[src/hw/rtl/mlsk_pkg.sv]
package mlsk_pkg;

  // Register indexes on the configuration port, one 32-bit word each.
  localparam logic [2:0] REG_DIGIT_VALUES   = 3'd0;
  localparam logic [2:0] REG_DIGIT_MODES    = 3'd1;
  localparam logic [2:0] REG_AUX_ON_MASK    = 3'd2;
  localparam logic [2:0] REG_AUX_BLINK_MASK = 3'd3;
  localparam logic [2:0] REG_ALARM_LEVEL    = 3'd4;
  localparam logic [2:0] REG_BLINK_PERIOD   = 3'd5;
  localparam logic [2:0] REG_DEBOUNCE_TICKS = 3'd6;

  // Register values after reset.
  localparam logic [15:0] DIGIT_VALUES_RST   = 16'd0;
  localparam logic [7:0]  DIGIT_MODES_RST    = 8'h55;
  localparam logic [7:0]  AUX_ON_MASK_RST    = 8'd0;
  localparam logic [7:0]  AUX_BLINK_MASK_RST = 8'd0;
  localparam logic        ALARM_LEVEL_RST    = 1'b0;
  localparam logic [15:0] BLINK_PERIOD_RST   = 16'd500;
  localparam logic [15:0] DEBOUNCE_TICKS_RST = 16'd20;

  // Number of digits that the value and mode registers can describe.
  localparam int unsigned DIGIT_SLOTS = 4;

  // Digit mode codes.
  localparam logic [1:0] MODE_OFF   = 2'd0;
  localparam logic [1:0] MODE_ON    = 2'd1;
  localparam logic [1:0] MODE_BLINK = 2'd2;
  localparam logic [1:0] MODE_DARK  = 2'd3;

  // Configuration registers as seen by the display and key logic.
  typedef struct packed {
    logic [15:0] digit_values;
    logic [7:0]  digit_modes;
    logic [7:0]  aux_on_mask;
    logic [7:0]  aux_blink_mask;
    logic [15:0] blink_period;
    logic [15:0] debounce_ticks;
  } cfg_t;

  // One scan tick: whether it is taken this cycle and the position it selects.
  typedef struct packed {
    logic       adv;
    logic [3:0] pos;
  } tick_t;

  // Seven-segment code, segment A in bit 0 through G in bit 6.
  function automatic logic [7:0] seg_code(input logic [3:0] val);
    logic [7:0] code;
    case (val)
      4'd0:    code = 8'h3F;
      4'd1:    code = 8'h06;
      4'd2:    code = 8'h5B;
      4'd3:    code = 8'h4F;
      4'd4:    code = 8'h66;
      4'd5:    code = 8'h6D;
      4'd6:    code = 8'h7D;
      4'd7:    code = 8'h07;
      4'd8:    code = 8'h7F;
      4'd9:    code = 8'h6F;
      default: code = 8'h49;
    endcase
    return code;
  endfunction

endpackage

[src/hw/rtl/mlsk_disp.sv]
module mlsk_disp
  import mlsk_pkg::*;
#(
  parameter int unsigned NUM_DIGITS = 4
) (
  input  logic       clk,
  input  logic       rst_n,
  input  tick_t      tick,
  input  cfg_t       cfg,
  output logic [7:0] seg
);

  logic        phase_r;
  logic        phase_nxt;
  logic [15:0] cd_r;
  logic [15:0] cd_nxt;
  logic [15:0] cd_dec;
  logic [3:0]  dval;
  logic [1:0]  mode;
  logic [7:0]  digit_seg;

  // Digit value and mode of the selected position.
  assign dval = 4'(cfg.digit_values >> {tick.pos[1:0], 2'b00});
  assign mode = 2'(cfg.digit_modes >> {tick.pos[1:0], 1'b0});

  always_comb begin
    case (mode)
      MODE_ON:    digit_seg = seg_code(dval);
      MODE_BLINK: digit_seg = phase_r ? seg_code(dval) : 8'd0;
      MODE_OFF:   digit_seg = 8'd0;
      MODE_DARK:  digit_seg = 8'd0;
      default:    digit_seg = 8'd0;
    endcase
  end

  // Segment drive uses the blink phase held at the start of the tick.
  always_comb begin
    if (tick.pos == 4'(NUM_DIGITS)) begin
      seg = phase_r ? cfg.aux_on_mask : (cfg.aux_on_mask & ~cfg.aux_blink_mask);
    end else if (tick.pos < 4'(DIGIT_SLOTS)) begin
      seg = digit_seg;
    end else begin
      seg = 8'd0;
    end
  end

  // Blink timer: count down, toggle the phase and reload when it runs out.
  always_comb begin
    cd_dec    = (cd_r != 16'd0) ? cd_r - 16'd1 : 16'd0;
    cd_nxt    = cd_dec;
    phase_nxt = phase_r;
    if (cd_dec == 16'd0) begin
      phase_nxt = ~phase_r;
      cd_nxt    = (cfg.blink_period != 16'd0) ? cfg.blink_period : 16'd1;
    end
  end

  always_ff @(posedge clk) begin
    if (!rst_n) begin
      phase_r <= 1'b0;
      cd_r    <= BLINK_PERIOD_RST;
    end else if (tick.adv) begin
      phase_r <= phase_nxt;
      cd_r    <= cd_nxt;
    end
  end

  // The timer reloads before it can rest at zero.
  a_cd_nonzero: assert property (@(posedge clk) disable iff (!rst_n)
    $past(rst_n) |-> cd_r != 16'd0)
    else $error("blink countdown reached zero");

endmodule

[src/hw/rtl/mlsk_keys.sv]
module mlsk_keys
  import mlsk_pkg::*;
#(
  parameter int unsigned NUM_DIGITS = 4
) (
  input  logic        clk,
  input  logic        rst_n,
  input  tick_t       tick,
  input  logic        key_level,
  input  logic [15:0] debounce_ticks,
  output logic [4:0]  keys
);

  localparam int unsigned NUM_POS = NUM_DIGITS + 1;
  localparam int unsigned POS_W   = $clog2(NUM_POS);
  localparam int unsigned KEY_N   = (NUM_POS < 5) ? NUM_POS : 5;

  logic [POS_W-1:0]   p;
  logic               loaded;
  logic [NUM_POS-1:0] last_r;
  logic [NUM_POS-1:0] last_nxt;
  logic [NUM_POS-1:0] stable_r;
  logic [NUM_POS-1:0] stable_nxt;
  logic [15:0]        cd_r   [NUM_POS];
  logic [15:0]        cd_nxt [NUM_POS];

  assign p = tick.pos[POS_W-1:0];

  // Debounce update for the active position; all other countdowns run down.
  always_comb begin
    last_nxt   = last_r;
    stable_nxt = stable_r;
    loaded     = 1'b0;
    if (key_level != last_r[p]) begin
      last_nxt[p] = key_level;
      loaded      = 1'b1;
    end else if (cd_r[p] == 16'd0) begin
      stable_nxt[p] = key_level;
    end
    for (int i = 0; i < NUM_POS; i++) begin
      cd_nxt[i] = (cd_r[i] != 16'd0) ? cd_r[i] - 16'd1 : 16'd0;
    end
    if (loaded) begin
      cd_nxt[p] = debounce_ticks;
    end
  end

  // Debounced levels after this tick's update.
  always_comb begin
    keys = 5'd0;
    for (int i = 0; i < KEY_N; i++) begin
      keys[i] = stable_nxt[i];
    end
  end

  always_ff @(posedge clk) begin
    if (!rst_n) begin
      last_r   <= '0;
      stable_r <= '0;
      for (int i = 0; i < NUM_POS; i++) begin
        cd_r[i] <= 16'd0;
      end
    end else if (tick.adv) begin
      last_r   <= last_nxt;
      stable_r <= stable_nxt;
      for (int i = 0; i < NUM_POS; i++) begin
        cd_r[i] <= cd_nxt[i];
      end
    end
  end

endmodule

[src/hw/rtl/multiplexed_led_scan_with_key_debounce_top.sv]
// Multiplexed seven-segment display scanner with per-position key debounce.
// Each input transaction is one scan tick carrying the sensed key level; it
// advances the scan over NUM_DIGITS digits plus one extra LED row and yields
// one output transaction with the selected position, its segment drive, the
// alarm level and the debounced keys. A tick is taken every clock cycle while
// the input is not stalled: it passes through an input register, one level of
// decode and update logic, and an output register that presents the result.
// Stalls on the output back up into the input only when both registers are
// full. Registers sit at byte addresses 4*i on the APB port and must be
// written only while no tick is in flight.
module multiplexed_led_scan_with_key_debounce_top
  import mlsk_pkg::*;
#(
  parameter int unsigned NUM_DIGITS = 4
) (
  input  logic        clk,
  input  logic        rst_n,
  input  logic        in_valid,
  output logic        in_stall,
  input  logic        in_key_level,
  output logic        out_valid,
  input  logic        out_stall,
  output logic [2:0]  out_position_select,
  output logic [7:0]  out_segment_lines,
  output logic        out_alarm_out,
  output logic [4:0]  out_debounced_keys,
  input  logic        psel,
  input  logic        penable,
  input  logic        pwrite,
  input  logic [4:0]  paddr,
  input  logic [31:0] pwdata,
  output logic [31:0] prdata,
  output logic        pready
);

  localparam int unsigned NUM_POS = NUM_DIGITS + 1;
  localparam int unsigned POS_W   = $clog2(NUM_POS);

  cfg_t             cfg_r;
  logic             alarm_r;
  logic [2:0]       reg_idx;
  logic             cfg_wr;

  logic             s1_valid_r;
  logic             s1_key_r;
  logic             adv;
  logic [POS_W-1:0] scan_pos_r;
  logic [POS_W-1:0] scan_pos_nxt;
  tick_t            tick;
  logic [7:0]       seg;
  logic [4:0]       keys;

  logic             out_valid_r;
  logic [2:0]       out_pos_r;
  logic [7:0]       out_seg_r;
  logic             out_alarm_r;
  logic [4:0]       out_keys_r;

  // Configuration port.
  assign pready  = 1'b1;
  assign reg_idx = paddr[4:2];
  assign cfg_wr  = psel && penable && pwrite && pready;

  always_ff @(posedge clk) begin
    if (!rst_n) begin
      cfg_r.digit_values   <= DIGIT_VALUES_RST;
      cfg_r.digit_modes    <= DIGIT_MODES_RST;
      cfg_r.aux_on_mask    <= AUX_ON_MASK_RST;
      cfg_r.aux_blink_mask <= AUX_BLINK_MASK_RST;
      cfg_r.blink_period   <= BLINK_PERIOD_RST;
      cfg_r.debounce_ticks <= DEBOUNCE_TICKS_RST;
      alarm_r              <= ALARM_LEVEL_RST;
    end else if (cfg_wr) begin
      case (reg_idx)
        REG_DIGIT_VALUES:   cfg_r.digit_values   <= pwdata[15:0];
        REG_DIGIT_MODES:    cfg_r.digit_modes    <= pwdata[7:0];
        REG_AUX_ON_MASK:    cfg_r.aux_on_mask    <= pwdata[7:0];
        REG_AUX_BLINK_MASK: cfg_r.aux_blink_mask <= pwdata[7:0];
        REG_ALARM_LEVEL:    alarm_r              <= pwdata[0];
        REG_BLINK_PERIOD:   cfg_r.blink_period   <= pwdata[15:0];
        REG_DEBOUNCE_TICKS: cfg_r.debounce_ticks <= pwdata[15:0];
        default: ;
      endcase
    end
  end

  always_comb begin
    case (reg_idx)
      REG_DIGIT_VALUES:   prdata = 32'(cfg_r.digit_values);
      REG_DIGIT_MODES:    prdata = 32'(cfg_r.digit_modes);
      REG_AUX_ON_MASK:    prdata = 32'(cfg_r.aux_on_mask);
      REG_AUX_BLINK_MASK: prdata = 32'(cfg_r.aux_blink_mask);
      REG_ALARM_LEVEL:    prdata = 32'(alarm_r);
      REG_BLINK_PERIOD:   prdata = 32'(cfg_r.blink_period);
      REG_DEBOUNCE_TICKS: prdata = 32'(cfg_r.debounce_ticks);
      default:            prdata = 32'd0;
    endcase
  end

  // A tick moves from the input register when the output register frees up.
  assign adv      = s1_valid_r && (!out_valid_r || !out_stall);
  assign in_stall = s1_valid_r && !adv;

  always_ff @(posedge clk) begin
    if (!rst_n) begin
      s1_valid_r <= 1'b0;
    end else if (in_valid && !in_stall) begin
      s1_valid_r <= 1'b1;
    end else if (adv) begin
      s1_valid_r <= 1'b0;
    end
  end

  always_ff @(posedge clk) begin
    if (in_valid && !in_stall) begin
      s1_key_r <= in_key_level;
    end
  end

  // Scan position advances first, wrapping after the extra row.
  assign scan_pos_nxt = (scan_pos_r == POS_W'(NUM_POS - 1)) ? '0 : scan_pos_r + POS_W'(1);

  always_ff @(posedge clk) begin
    if (!rst_n) begin
      scan_pos_r <= '0;
    end else if (adv) begin
      scan_pos_r <= scan_pos_nxt;
    end
  end

  assign tick.adv = adv;
  assign tick.pos = 4'(scan_pos_nxt);

  mlsk_disp #(
    .NUM_DIGITS (NUM_DIGITS)
  ) u_disp (
    .clk   (clk),
    .rst_n (rst_n),
    .tick  (tick),
    .cfg   (cfg_r),
    .seg   (seg)
  );

  mlsk_keys #(
    .NUM_DIGITS (NUM_DIGITS)
  ) u_keys (
    .clk            (clk),
    .rst_n          (rst_n),
    .tick           (tick),
    .key_level      (s1_key_r),
    .debounce_ticks (cfg_r.debounce_ticks),
    .keys           (keys)
  );

  // Output register.
  always_ff @(posedge clk) begin
    if (!rst_n) begin
      out_valid_r <= 1'b0;
    end else if (adv) begin
      out_valid_r <= 1'b1;
    end else if (!out_stall) begin
      out_valid_r <= 1'b0;
    end
  end

  always_ff @(posedge clk) begin
    if (adv) begin
      out_pos_r   <= 3'(scan_pos_nxt);
      out_seg_r   <= seg;
      out_alarm_r <= alarm_r;
      out_keys_r  <= keys;
    end
  end

  assign out_valid           = out_valid_r;
  assign out_position_select = out_pos_r;
  assign out_segment_lines   = out_seg_r;
  assign out_alarm_out       = out_alarm_r;
  assign out_debounced_keys  = out_keys_r;

  // A tick that leaves the input register always lands in the output register.
  a_adv_fills_out: assert property (@(posedge clk) disable iff (!rst_n)
    adv |=> out_valid_r)
    else $error("advanced tick did not reach the output register");

  // The input side stalls only behind a held result.
  a_stall_cause: assert property (@(posedge clk) disable iff (!rst_n)
    in_stall |-> (s1_valid_r && out_valid_r && out_stall))
    else $error("input stalled without a held result");

  // The scan position stays within the digits and the extra row.
  a_pos_range: assert property (@(posedge clk) disable iff (!rst_n)
    4'(scan_pos_r) < 4'(NUM_POS))
    else $error("scan position out of range");

endmodule
[config.mk]
export PLATFORM = sky130hd
export DESIGN_NAME = multiplexed_led_scan_with_key_debounce_top
export DESIGN_NICKNAME = d
export VERILOG_FILES = /design/src/hw/rtl/mlsk_pkg.sv /design/src/hw/rtl/mlsk_disp.sv /design/src/hw/rtl/mlsk_keys.sv /design/src/hw/rtl/multiplexed_led_scan_with_key_debounce_top.sv
export SDC_FILE = /design/constraint.sdc
export NUM_CORES = 1
export LEC_CHECK = 0
export CORE_MARGIN = 5
export CORE_UTILIZATION = 40
export CTS_CLUSTER_SIZE = 40
export DETAILED_ROUTE_END_ITERATION = 10
export DONT_BUFFER_PORTS = 1
export PLACE_DENSITY = 0.59
export SYNTH_ARGS = -nofsm -noshare
export SYNTH_HDL_FRONTEND = slang
export SYNTH_SLANG_ARGS = --single-unit
[constraint.sdc]
create_clock -name clk -period 4.8 [get_ports clk]
set_input_delay 0.48 -clock clk [delete_from_list [all_inputs] [get_ports clk]]
set_output_delay 0.48 -clock clk [all_outputs]
set_load 0.05 [all_outputs]
==> flow_summary.yaml <==
synthesis:
  synthMuxAreaShare_pct: 6.17
  synthArstFlopShare_pct: 0
  synth-seq-area-share_pct: 40.7
  synth-main-ff-cell: "dfxtp_1"
  synth-compound-area-share_pct: 18.0
  synth_area_um2: 12400
  avgSynthCellArea_um2: 8.64
  synth_top_family_by_area: "simple AND/OR/NAND/NOR gates"
  yosys_warnings: 0
  synth_fa_ha_area_share_pct: 1.11
  synth_edf_count: 98
  synthCells: 1433
  ys_types: 80
  synth_xor_area_share_pct: 3.96
  synthSimpleGateAreaFrac_pct: 24.2
  ys_seq_elements: 203
timing:
  period_needed_ns: 3.84
  fin_skew_ns: 0.0105
  hold_viol: 0
  finalMaxSlewViolations: 0
  max_slew_margin_pct: 20.8
  tightest_slew_ns: 1.16
  fmax_mhz: 260
  tns_ns: 0
  setup_viol: 0
  rsz0062_at_grt: "false"
  period_share_pct: 80.0
global_route:
  antenna_found_initial: 0
  grt.total_usage_pct: 20.9
  grt_max_degree: 106
  grt_pass1_wl_mm: 57.8
  grt_pass1_vias: 10135
  grt_remaining_overflow: 0
setup_path:
  crit_end: "u_keys.cd_r[2][14]"
  reg2reg_from: "scan_pos_r[0]"
  r2r_slack_ns: 0.96
  cp-end-kind: "flip-flop"
  crit_path_start: "scan_pos_r[0]"
  critPathKind: "reg2reg"
  cp-start-kind: "flip-flop"
  timing.rr.end: "u_keys.cd_r[2][14]"
  cp_max_fo: 27
  worst-endpoint-arrival_ns: 4.17
  required_ns: 5.13
  worstRegToRegCells: 11
floorplan:
  die-area_um2: 34600
  initial_utilization_pct: 40.5
  die_width_um: 186
  core_area_um2: 30600
  num_io_pins: 97
  die_h_um: 186
  rows: 64
clock_tree:
  cts.clk_slew.worst_paths_ns: 0.06
  cts_tree: "yes"
  post-cts-setup-buffers: 0
  ctsResizeCount: 0
  htreeDepth: 1
  ctsHoldBuffers: 0
  clock_latency_ns: 0.54
  cts_buffer_depth: 3
  cts.sinks: 203
  numCtsBuffers: 25
  cts-root-buf: "clkbuf_16"
power:
  internal_power_uw: 3300
  clkPwrFrac_pct: 42.1
  switching_share_pct: 29.3
  switchingPower_uw: 1370
  p_comb_share_pct: 15.0
  ir_worst_vdd_mv: 0.277
  pwr_density_cell_nw_per_um2: 348
  pwr-share-seq_pct: 42.9
  p_leak_uw: 0.00430
detailed_routing:
  drc_errors: 0
  drtIter0Drc: 1106
  drt_first_pass_iters: 5
  via_count: 10672
  drt-total-wl_mm: 37.0
  wl_per_cell_um: 20.7
  via_per_inst: 5.97
  drtAntennaViolNets: 0
run:
  cap_violations: 0
finish:
  num_antenna_cells: 0
  final_util_pct: 43.8
  area_delta_synth_final_pct: 8.32
  layout-drive-gt1-share_pct: 8.40
  layout.nets: 1431
placement:
  dpl.hpwl_mm: 24.3
  io_buffer_count: 0
  gp_congestion: 0.873
outcome:
  status: "complete, no violations"
worst_hold_path:
  hp-class: "in2reg"
## registers in the layout, indices dropped and copies added, names as in the netlist
| register | count |
|---|---|
| u_keys.cd_r | 80 |
| cfg_r | 72 |
| u_disp.cd_r | 16 |
| out_segment_lines | 8 |
| out_debounced_keys | 5 |
| u_keys.last_r | 5 |
| u_keys.stable_r | 5 |
| out_position_select | 3 |
| scan_pos_r | 3 |
| alarm_r | 1 |
| out_alarm_out | 1 |
| out_valid | 1 |
| s1_key_r | 1 |
| s1_valid_r | 1 |
| u_disp.phase_r | 1 |
## how the worst min path moves through the flow
| stage | cells past startpoint | from | end |
|---|---|---|---|
| 2_1_floorplan | 0 | alarm_r | out_alarm_out |
| 3_3_place_gp | 2 | u_keys.stable_r[0] | u_keys.stable_r[0] |
| 3_5_place_dp | 2 | u_keys.stable_r[2] | u_keys.stable_r[2] |
| 4_1_cts | 1 | rst_n | cfg_r[20] |
| 5_1_grt | 0 | in_key_level | s1_key_r |
| 6_report | 0 | in_key_level | s1_key_r |
## metal layers
layer | GRT usage (%) | vias up | wire [um] | part of all wire, %
met5 | 0 | - | 0 | 0
li1 | - | 5087 | - | -
met2 | 33.5 | 361 | 16900 | 46
met1 | 28.9 | 5157 | 16300 | 44
met4 | 5.97 | 0 | 1100 | 3.0
met3 | 4.26 | 67 | 2640 | 7.1
## worst max-delay path, cell delays in order (launching register included)
cell	delay (ns)
dfxtp_1	0.51
inv_2	0.07
ha_1	0.24
nand2_1	0.08
nand2_1	0.11
inv_2	0.44
mux2i_1	0.19
a311o_1	0.43
o211ai_4	0.74
buf_4	0.36
nand2_1	0.21
a211oi_1	0.27
## synth_stat cells (all sizes together) (13+ instances only)
| master | number | area (um2) |
|---|---|---|
| a211oi | 21 | 158 |
| a21boi | 48 | 360 |
| a21oi | 93 | 465 |
| buf | 41 | 284 |
| clkbuf | 80 | 302 |
| dfxtp | 105 | 2100 |
| edfxtp | 98 | 2940 |
| inv | 31 | 116 |
| mux2i | 37 | 370 |
| mux4 | 13 | 293 |
| nand2 | 181 | 682 |
| nand3 | 87 | 440 |
| nand4 | 17 | 106 |
| nor2 | 123 | 462 |
| nor2b | 30 | 188 |
| nor3 | 51 | 260 |
| nor4 | 33 | 262 |
| o21ai | 95 | 487 |
| or4 | 18 | 143 |
| xnor2 | 46 | 403 |
## through the flow
stage,hold slack [ns],cell area (um2),worst slack (ns),power [uW],std cells
final,0.0462,13400,0.958,4660,1789
after global routing,0.0234,13400,0.670,4860,1789
after CTS,0.0187,13400,0.983,4690,1789
after detailed placement,0.445,12600,1.01,2730,1744
after global placement,0.440,12600,1.02,2720,1744
after floorplan,0.430,12400,1.44,2600,1448
## kinds of logic (layout without fill, tap and decap cells)
kind of cell | Yosys count | count (layout)
flops | 203 | 203
other cells | 2 | 17
compound gates | 344 | 344
xor+xnor | 56 | 56
simple gates | 604 | 604
buf+inv | 154 | 99
fa+ha+maj | 11 | 11
mux | 59 | 59
## cell type report
class                      instances  area (um2)
timing repair buffer              21         170
fill                            2996       17200
sequential                       203        5040
tap                              396         495
clock inverter                     9        88.8
multi-input combinational       1091        6720
clock buffer                      36         772
inverter                          33         124
## placed cells by master (no fill, tap or decap), drive strengths merged, types with 8 or more instances in the layout
| master | instances |
|---|---|
| a211oi | 21 |
| a21boi | 48 |
| a21oi | 93 |
| a221oi | 9 |
| a22oi | 9 |
| and2 | 10 |
| and3 | 10 |
| buf | 21 |
| clkbuf | 36 |
| conb | 17 |
| dfxtp | 105 |
| edfxtp | 98 |
| ha | 11 |
| inv | 33 |
| mux2 | 9 |
| mux2i | 37 |
| mux4 | 13 |
| nand2 | 181 |
| nand3 | 87 |
| nand4 | 17 |
| nor2 | 123 |
| nor2b | 30 |
| nor3 | 51 |
| nor4 | 33 |
| o211ai | 10 |
| o21ai | 95 |
| o22ai | 8 |
| o31ai | 9 |
| or3 | 11 |
| or4 | 18 |
| xnor2 | 46 |
| xor2 | 10 |
## power by group through the flow
stage               clock [uW]  combinational (uW)  sequential, uW
floorplan                    0                 595            2010
global placement             0                 688            2030
detailed placement           0                 694            2030
CTS                       2000                 696            2000
global route              2080                 769            2010
finish                    1960                 700            2000
No activity file was read; power rests on OpenSTA's default activity.
